--- config.mk ---
export PLATFORM = sky130hd
export DESIGN_NAME = priority_frame_tx_scheduler
export DESIGN_NICKNAME = d
export VERILOG_FILES = /design/src/rtl/core/pfts_pkg.sv /design/src/rtl/core/pfts_cell.sv /design/src/rtl/core/priority_frame_tx_scheduler.sv
export SDC_FILE = /design/constraint.sdc
export NUM_CORES = 2
export LEC_CHECK = 0
export BUFFER_PORTS_ARGS = -buffer_cell sky130_fd_sc_hd__buf_4
export CAP_MARGIN = 20
export CORE_UTILIZATION = 45
export DETAILED_ROUTE_END_ITERATION = 7
export PLACE_DENSITY = 0.63
export SYNTH_ARGS = -nofsm -noshare
export SYNTH_HDL_FRONTEND = slang
export SYNTH_SLANG_ARGS = --single-unit
--- constraint.sdc ---
create_clock -name i_clk -period 20.1 [get_ports i_clk]
set_input_delay 4.02 -clock i_clk [delete_from_list [all_inputs] [get_ports i_clk]]
set_output_delay 4.02 -clock i_clk [all_outputs]
set_load 0.05 [all_outputs]
--- src/rtl/core/pfts_pkg.sv ---
// Shared types and constants of the priority frame transmit scheduler.
// Used by the queue cell and the top level; no dependencies.
`default_nettype none

package pfts_pkg;

    localparam int unsigned PRI_W   = 3;
    localparam int unsigned TAG_W   = 16;
    localparam int unsigned BYTES_W = 11;
    localparam int unsigned SEQ_W   = 32;
    localparam int unsigned BITS_W  = 15;
    localparam int unsigned REG_W   = 7;
    localparam int unsigned CFG_W   = 32;
    localparam int unsigned CIDX_W  = 2;

    localparam logic [BYTES_W-1:0] MIN_PAYLOAD = 11'd46;
    localparam logic [BYTES_W-1:0] MAX_PAYLOAD = 11'd1500;
    localparam logic [BYTES_W-1:0] BYTES_MAX   = 11'd2047;
    localparam logic [REG_W-1:0]   GAP_BITS    = 7'd96;
    localparam logic [REG_W-1:0]   HDR_RESET   = 7'd18;
    localparam logic [REG_W-1:0]   BPT_RESET   = 7'd1;

    localparam logic REQ_ENQUEUE = 1'b0;
    localparam logic REQ_TICK    = 1'b1;

    localparam logic [1:0] EV_LAUNCH    = 2'd0;
    localparam logic [1:0] EV_DROP_SIZE = 2'd1;
    localparam logic [1:0] EV_DROP_FULL = 2'd2;

    localparam logic [CIDX_W-1:0] CFG_SWITCH    = 2'd0;
    localparam logic [CIDX_W-1:0] CFG_HEADER    = 2'd1;
    localparam logic [CIDX_W-1:0] CFG_BPT       = 2'd2;
    localparam logic [CIDX_W-1:0] CFG_SEQ_START = 2'd3;

    typedef enum logic [1:0] {
        PORT_IDLE = 2'd0,
        PORT_TX   = 2'd1,
        PORT_GAP  = 2'd2
    } t_port;

    typedef struct packed {
        logic [PRI_W-1:0]   pri;
        logic [TAG_W-1:0]   tag;
        logic [BYTES_W-1:0] bytes;
        logic [SEQ_W-1:0]   seq;
    } t_entry;

    typedef struct packed {
        logic insert;
        logic pop;
    } t_cell_cmd;

endpackage

`default_nettype wire

--- src/rtl/core/pfts_cell.sv ---
// One slot of the sorted transmit queue: holds a frame entry and its
// occupied flag, shifts with its neighbors. Depends on pfts_pkg.
`default_nettype none

module pfts_cell (
    input  wire                     i_clk,
    input  wire                     i_rst_n,
    input  wire pfts_pkg::t_cell_cmd i_cmd,
    input  wire pfts_pkg::t_entry   i_new,
    input  wire pfts_pkg::t_entry   i_left,
    input  wire                     i_left_occ,
    input  wire                     i_left_ge,
    input  wire pfts_pkg::t_entry   i_right,
    input  wire                     i_right_occ,
    output pfts_pkg::t_entry        o_entry,
    output logic                    o_occ,
    output logic                    o_ge
);
    import pfts_pkg::*;

    t_entry r_entry;
    t_entry n_entry;
    logic   r_occ;
    logic   n_occ;

    assign o_entry = r_entry;
    assign o_occ   = r_occ;
    assign o_ge    = r_occ && (r_entry.pri >= i_new.pri);

    always_comb begin
        n_entry = r_entry;
        n_occ   = r_occ;
        if (i_cmd.pop) begin
            n_entry = i_right;
            n_occ   = i_right_occ;
        end else if (i_cmd.insert && !o_ge) begin
            if (i_left_ge) begin
                n_entry = i_new;
                n_occ   = 1'b1;
            end else begin
                n_entry = i_left;
                n_occ   = i_left_occ;
            end
        end
    end

    always_ff @(posedge i_clk) begin
        if (!i_rst_n) begin
            r_occ <= 1'b0;
        end else begin
            r_occ <= n_occ;
        end
    end

    always_ff @(posedge i_clk) begin
        r_entry <= n_entry;
    end

endmodule

`default_nettype wire

--- src/rtl/core/priority_frame_tx_scheduler.sv ---
// Top level of the priority frame transmit scheduler: request decode,
// port timing, sorted queue chain and result register. Uses pfts_pkg, pfts_cell.
// Latency: a result appears registered on the cycle after the request transfer.
// Throughput: one request per cycle; a sorted insert or a head pop is one shift
// of the cell chain, and the port timer takes one tick per cycle.
// Input stalls only while a result waits and the output is stalled.
// Reset (synchronous, active low) empties the queue, idles the port, restores defaults.
`default_nettype none

module priority_frame_tx_scheduler #(
    parameter int unsigned QUEUE_DEPTH = 16
) (
    input  wire                             i_clk,
    input  wire                             i_rst_n,
    input  wire                             i_in_valid,
    output logic                            o_in_stall,
    input  wire                             i_req_type,
    input  wire  [pfts_pkg::PRI_W-1:0]      i_priority_req,
    input  wire  [pfts_pkg::BYTES_W-1:0]    i_length_bytes,
    input  wire  [pfts_pkg::TAG_W-1:0]      i_frame_tag,
    output logic                            o_out_valid,
    input  wire                             i_out_stall,
    output logic [1:0]                      o_event_kind,
    output logic [pfts_pkg::TAG_W-1:0]      o_out_tag,
    output logic [pfts_pkg::PRI_W-1:0]      o_out_priority,
    output logic [pfts_pkg::BYTES_W-1:0]    o_frame_bytes,
    output logic [pfts_pkg::SEQ_W-1:0]      o_sequence_res,
    input  wire                             i_cfg_we,
    input  wire  [pfts_pkg::CIDX_W-1:0]     i_cfg_idx,
    input  wire  [pfts_pkg::CFG_W-1:0]      i_cfg_data
);
    import pfts_pkg::*;

    logic             r_switch;
    logic [REG_W-1:0] r_header;
    logic [REG_W-1:0] r_bpt;
    logic [SEQ_W-1:0] r_next_seq;
    logic [SEQ_W-1:0] n_next_seq;

    t_port             r_port;
    t_port             n_port;
    logic [BITS_W-1:0] r_bits_left;
    logic [BITS_W-1:0] n_bits_left;

    logic   r_out_valid;
    t_entry r_out;
    logic [1:0] r_out_kind;

    t_entry     w_cell [QUEUE_DEPTH];
    logic [QUEUE_DEPTH-1:0] w_occ;
    logic [QUEUE_DEPTH-1:0] w_ge;
    t_cell_cmd  w_cmd;

    logic w_in_accept, w_enq, w_tick, w_oversize, w_full, w_enq_ok;
    logic w_direct, w_insert, w_gt, w_gap_gt, w_port_free, w_pop, w_launch, w_result;
    logic [BYTES_W-1:0] w_padded;
    logic [BYTES_W:0]   w_sum;
    logic [BYTES_W-1:0] w_norm_bytes;
    logic [REG_W-1:0]   w_rem;
    logic [REG_W-1:0]   w_rem2;
    t_entry     w_new;
    t_entry     w_launch_entry;
    t_entry     w_res_entry;
    logic [1:0] w_res_kind;

    // Request decode and frame length
    assign o_in_stall  = r_out_valid && i_out_stall;
    assign w_in_accept = i_in_valid && !o_in_stall;
    assign w_enq       = w_in_accept && (i_req_type == REQ_ENQUEUE);
    assign w_tick      = w_in_accept && (i_req_type == REQ_TICK);

    assign w_padded     = (i_length_bytes < MIN_PAYLOAD) ? MIN_PAYLOAD : i_length_bytes;
    assign w_sum        = {1'b0, w_padded} + {{(BYTES_W + 1 - REG_W){1'b0}}, r_header};
    assign w_norm_bytes = w_sum[BYTES_W] ? BYTES_MAX : w_sum[BYTES_W-1:0];

    assign w_new.pri   = i_priority_req;
    assign w_new.tag   = i_frame_tag;
    assign w_new.bytes = r_switch ? i_length_bytes : w_norm_bytes;
    assign w_new.seq   = r_switch ? '0 : r_next_seq;

    assign w_oversize = w_enq && !r_switch && (i_length_bytes > MAX_PAYLOAD);
    assign w_full     = w_occ[QUEUE_DEPTH-1];
    assign w_enq_ok   = w_enq && !w_oversize && !w_full;
    assign w_direct   = w_enq_ok && (r_port == PORT_IDLE);
    assign w_insert   = w_enq_ok && (r_port != PORT_IDLE);

    // Port timing
    assign w_rem    = (r_bpt == '0) ? BPT_RESET : r_bpt;
    assign w_gt     = r_bits_left > {{(BITS_W - REG_W){1'b0}}, w_rem};
    assign w_rem2   = w_rem - r_bits_left[REG_W-1:0];
    assign w_gap_gt = GAP_BITS > w_rem2;

    always_comb begin
        w_port_free = 1'b0;
        unique case (r_port)
            PORT_TX:   w_port_free = w_tick && !w_gt && !w_gap_gt;
            PORT_GAP:  w_port_free = w_tick && !w_gt;
            PORT_IDLE: w_port_free = 1'b0;
            default:   w_port_free = 1'b0;
        endcase
    end

    assign w_pop    = w_port_free && w_occ[0];
    assign w_launch = w_direct || w_pop;

    assign w_launch_entry = w_direct ? w_new : w_cell[0];

    // Result selection
    always_comb begin
        w_result    = 1'b1;
        w_res_kind  = EV_LAUNCH;
        w_res_entry = w_launch_entry;
        if (w_oversize) begin
            w_res_kind        = EV_DROP_SIZE;
            w_res_entry       = w_new;
            w_res_entry.bytes = i_length_bytes;
            w_res_entry.seq   = '0;
        end else if (w_enq && w_full) begin
            w_res_kind      = EV_DROP_FULL;
            w_res_entry     = w_new;
            w_res_entry.seq = '0;
        end else if (!w_launch) begin
            w_result = 1'b0;
        end
    end

    // Port next state
    always_comb begin
        n_port      = r_port;
        n_bits_left = r_bits_left;
        unique case (r_port) inside
            PORT_IDLE: begin
                if (w_direct) begin
                    n_port      = PORT_TX;
                    n_bits_left = {1'b0, w_new.bytes, 3'b000};
                end
            end
            PORT_TX, PORT_GAP: begin
                if (w_tick) begin
                    if (w_gt) begin
                        n_bits_left = r_bits_left - {{(BITS_W - REG_W){1'b0}}, w_rem};
                    end else if ((r_port == PORT_TX) && w_gap_gt) begin
                        n_port      = PORT_GAP;
                        n_bits_left = {{(BITS_W - REG_W){1'b0}}, GAP_BITS - w_rem2};
                    end else if (w_occ[0]) begin
                        n_port      = PORT_TX;
                        n_bits_left = {1'b0, w_cell[0].bytes, 3'b000};
                    end else begin
                        n_port      = PORT_IDLE;
                        n_bits_left = '0;
                    end
                end
            end
            default: begin
                n_port      = PORT_IDLE;
                n_bits_left = '0;
            end
        endcase
    end

    always_comb begin
        n_next_seq = r_next_seq;
        if (i_cfg_we && (i_cfg_idx == CFG_SEQ_START)) begin
            n_next_seq = i_cfg_data[SEQ_W-1:0];
        end else if (w_enq_ok && !r_switch) begin
            n_next_seq = r_next_seq + 1'b1;
        end
    end

    always_ff @(posedge i_clk) begin
        if (!i_rst_n) begin
            r_switch    <= 1'b0;
            r_header    <= HDR_RESET;
            r_bpt       <= BPT_RESET;
            r_next_seq  <= '0;
            r_port      <= PORT_IDLE;
            r_bits_left <= '0;
            r_out_valid <= 1'b0;
        end else begin
            if (i_cfg_we) begin
                unique case (i_cfg_idx)
                    CFG_SWITCH:    r_switch <= i_cfg_data[0];
                    CFG_HEADER:    r_header <= i_cfg_data[REG_W-1:0];
                    CFG_BPT:       r_bpt    <= i_cfg_data[REG_W-1:0];
                    CFG_SEQ_START: ;
                    default:       ;
                endcase
            end
            r_next_seq  <= n_next_seq;
            r_port      <= n_port;
            r_bits_left <= n_bits_left;
            if (w_in_accept && w_result) begin
                r_out_valid <= 1'b1;
            end else if (!i_out_stall) begin
                r_out_valid <= 1'b0;
            end
        end
    end

    always_ff @(posedge i_clk) begin
        if (w_in_accept && w_result) begin
            r_out      <= w_res_entry;
            r_out_kind <= w_res_kind;
        end
    end

    assign o_out_valid    = r_out_valid;
    assign o_event_kind   = r_out_kind;
    assign o_out_tag      = r_out.tag;
    assign o_out_priority = r_out.pri;
    assign o_frame_bytes  = r_out.bytes;
    assign o_sequence_res = r_out.seq;

    // Sorted queue chain
    assign w_cmd.insert = w_insert;
    assign w_cmd.pop    = w_pop;

    for (genvar g = 0; g < QUEUE_DEPTH; g++) begin : g_cell
        t_entry w_left;
        logic   w_left_occ;
        logic   w_left_ge;
        t_entry w_right;
        logic   w_right_occ;

        if (g == 0) begin : g_first
            assign w_left     = w_new;
            assign w_left_occ = 1'b0;
            assign w_left_ge  = 1'b1;
        end else begin : g_mid
            assign w_left     = w_cell[g-1];
            assign w_left_occ = w_occ[g-1];
            assign w_left_ge  = w_ge[g-1];
        end

        if (g == QUEUE_DEPTH - 1) begin : g_last
            assign w_right     = w_cell[g];
            assign w_right_occ = 1'b0;
        end else begin : g_inner
            assign w_right     = w_cell[g+1];
            assign w_right_occ = w_occ[g+1];
        end

        pfts_cell u_cell (
            .i_clk       (i_clk),
            .i_rst_n     (i_rst_n),
            .i_cmd       (w_cmd),
            .i_new       (w_new),
            .i_left      (w_left),
            .i_left_occ  (w_left_occ),
            .i_left_ge   (w_left_ge),
            .i_right     (w_right),
            .i_right_occ (w_right_occ),
            .o_entry     (w_cell[g]),
            .o_occ       (w_occ[g]),
            .o_ge        (w_ge[g])
        );
    end

    a_idle_empty: assert property (@(posedge i_clk) disable iff (!i_rst_n)
        (r_port == PORT_IDLE) |-> !w_occ[0])
        else $error("port idle with frames queued");

    a_idle_no_bits: assert property (@(posedge i_clk) disable iff (!i_rst_n)
        (r_port == PORT_IDLE) |-> (r_bits_left == '0))
        else $error("port idle with bits pending");

    a_occ_packed: assert property (@(posedge i_clk) disable iff (!i_rst_n)
        ((w_occ + 1'b1) & w_occ) == '0)
        else $error("queue occupancy not contiguous");

    a_launch_tx: assert property (@(posedge i_clk) disable iff (!i_rst_n)
        (w_in_accept && w_launch) |=> (r_port == PORT_TX))
        else $error("launch did not start transmission");

    a_no_insert_pop: assert property (@(posedge i_clk) disable iff (!i_rst_n)
        !(w_cmd.insert && w_cmd.pop))
        else $error("insert and pop in one cycle");

endmodule

`default_nettype wire
==> out/results.tsv <==
metric	value	unit
fin nets	5989	
Synth Area in Adders	0.0165	
CTS tree	done	
Reg clk slew, reported paths	0.06	ns
initial antenna violation count	3	
reg2reg start	r_bpt[4]$_SDFFE_PN0P_	
Most used DFF post-synth	edfxtp_1	
share of layout cells above drive strength 1	0.0796	
Std-Cell Rows	131	
post-synthesis xor/xnor area fraction	0.00646	
Worst slew margin	0.204	
RR Endpoint	g_cell[3].u_cell.o_entry[2]$_DFFE_PP_	
routed len/inst	21.1	µm
worst slew pin tran	1.19	ns
final cell count without fillers	7674	
pre-CTS setup slack	11.08	ns
Placement Cell Area	59900	µm²
Seq. cell area	33300	µm²
R2R cell count	16	
Hold Vio Cnt, Final	0	
yosys warns	0	
Core ar.	128000	µm²
Tmin final	8.53	ns
post-synthesis async set-or-reset flop share	0	
# H-tree levels	4	
reg2reg setup slack	12.89	ns
pin count of the biggest net entering global routing	249	
area fraction in compound gates after synthesis	0.160	
Mapped Area	58300	µm²
via count	43700	
Yosys reg bits	1137	
RSZ-0062 raised after global routing	false	
TritonRoute pass-1 iters	6	
global placer's final weighted congestion	0.826	
post-route DRC violation count	0	
final setup violating endpoints	0	
Critical Path End Type	primary output	
layout overhead on the synthesized area	9.57	%
Starting DRT DRC Count	5057	
max frequency	117	MHz
outcome	complete, no violations	
Detailed Route WL	162	mm
clk sinks	1137	
Worst Skew	0.0411	ns
fin. max-slew vios	0	
CTS Buf Count	130	
HP Class	reg -> reg	
die area	131000	µm²
PD cells	86.5	nW/µm²
hold path start	r_header[3]$_SDFFE_PN0P_	
GRT Overall Usage	0.243	
hold path cells	2	
Leak	0.0222	µW
Multi-input gate area	22600	µm²
grt total ovfl	0	
Top Ports	136	
vias in the first global route	40400	
Final WS setup	11.57	ns
Final Core Density	0.499	
post-CTS setup buffer count	0	
total nets after synthesis	6154	
setup_tns	0	ns
path type of the worst setup path	in -> out	
Max-Cap Viols	0	
largest family of logic cells by synthesized area	compound AO/OA/AOI/OAI gates	
DPL Wire Length	92.2	mm
maximum clock insertion buffer count	3	
placed cells	7439	
fill count	11600	
Hold Path End	r_header[3]$_SDFFE_PN0P_	
first-pass GRT wire length	246	mm
VDD IR max	0.0716	mV
Max FO, Critical Path	4	
Hold-fix buffers, CTS	0	
Gate Count Post-Synth	6009	
worst skew pair latency	0.77	ns
Post-synth EDFFs	1056	
die extent in y	362	µm
post-cts resize count	0	
Worst Path Arrival	4.51	ns
multiplexer area fraction after synthesis	0.0592	
Period Utilization, post-route	0.425	
Req. time, crit path	16.08	ns
IO Port Bufs	135	
Initial Utilization	0.456	
fin area	63900	µm²
vias per inst	5.69	
syn avg cell area	9.71	µm²
Die Width	362	µm
clock root buffer	clkbuf_16	
Synth Area in Simple Gates	0.140	
post-synthesis sequential area ratio	0.571	
count of cell types in the netlist	72	
final antenna-violating net count	0	
Critical Path Source Type	primary input	
-- cells in the mapped netlist (24+ instances only) --
master       n  area share
dfxtp_1     81       0.028
a211oi_1    34      0.0044
o21ai_1    713       0.061
edfxtp_1  1056        0.54
nor2b_1     35      0.0038
mux2i_1    319       0.055
nand2b_1    31      0.0033
xor2_1      28      0.0042
clkbuf_2    24      0.0021
buf_6       39      0.0075
a21oi_1    662       0.057
ha_1        72       0.015
nor2_1     720       0.046
buf_2       82      0.0070
o21ai_0    309       0.027
buf_4       42      0.0054
clkbuf_1   307       0.020
inv_1       43      0.0028
nand2_1   1159       0.075
-- sequential cells by signal (all words and copies together) (netlist names) --
register and count:
r_port 2, r_switch 1, o_out_valid 1, r_bits_left 15
o_frame_bytes 11, o_sequence_res 32, o_event_kind 2, g_cell.u_cell.o_entry 992
r_bpt 7, o_out_priority 3, o_out_tag 16, g_cell.u_cell.o_occ 16
r_next_seq 32, r_header 7
-- where the power goes --
group,switching [µW],internal [µW]
Sequential,56.5,2710
Combinational,355,150
Clock,990,1270
-- worst max-delay path, stage by stage --
cell	delay [ns]
buf_4	0.11
nand2_1	0.14
inv_1	0.05
buf_4	0.18
-- cells by family (layout without fill, tap and decap cells) --
group | after synthesis | after routing
buf+inv | 563 | 498
compound gates | 1797 | 1797
fa+ha+maj | 75 | 75
other cells | 0 | 1
flops | 1137 | 1137
mux | 342 | 342
simple gates | 2052 | 2052
xor+xnor | 43 | 43
-- placed cells by master, fill, tap and decap left out, drive strengths merged, types with 51 or more instances in the layout --
cell and n:
nand2 1159, edfxtp 1056, o21ai 1022, nor2 720, a21oi 662, mux2i 319, buf 219, clkbuf 163
dfxtp 81, ha 72, clkinv 60, inv 51
-- cell type report --
type	count	share of cell area
multi-input combinational	4309	0.353
timing repair buffer	219	0.0271
tap	1729	0.0338
sequential	1137	0.522
antenna	1	0.0000392
clock inverter	69	0.00777
clock buffer	163	0.0540
inverter	47	0.00280
-- metal layers --
layer	part of all wire	up-vias	GRT usage
li1	-	20900	-
met1	0.45	21000	0.353
met2	0.45	1622	0.381
met3	0.079	210	0.0333
met4	0.020	0	0.0621
met5	0	-	0
-- through the flow --
step / power, µW / hold slack (ns)
floorplan: 3120 / 0.441
global placement: 3300 / 0.457
detailed placement: 3310 / 0.471
CTS: 5560 / 0.478
global route: 5700 / 0.497
finish: 5530 / 0.472
-- worst max path at each step --
| stage | endpoint | cells after the start | startpoint | slack [ns] |
|---|---|---|---|---|
| floorplan | g_cell[0].u_cell.o_entry[0]$_DFFE_PP_ | 9 | i_priority_req[1] | 9.24 |
| global route | g_cell[2].u_cell.o_entry[2]$_DFFE_PP_ | 9 | i_out_stall | 11.34 |
| detailed placement | g_cell[2].u_cell.o_entry[2]$_DFFE_PP_ | 9 | i_out_stall | 11.08 |
| finish | o_in_stall | 4 | i_out_stall | 11.57 |
| global placement | g_cell[1].u_cell.o_entry[2]$_DFFE_PP_ | 9 | i_out_stall | 11.16 |
| CTS | o_in_stall | 4 | i_out_stall | 11.58 |
Note: power is estimated with default switching activity, not from simulation.
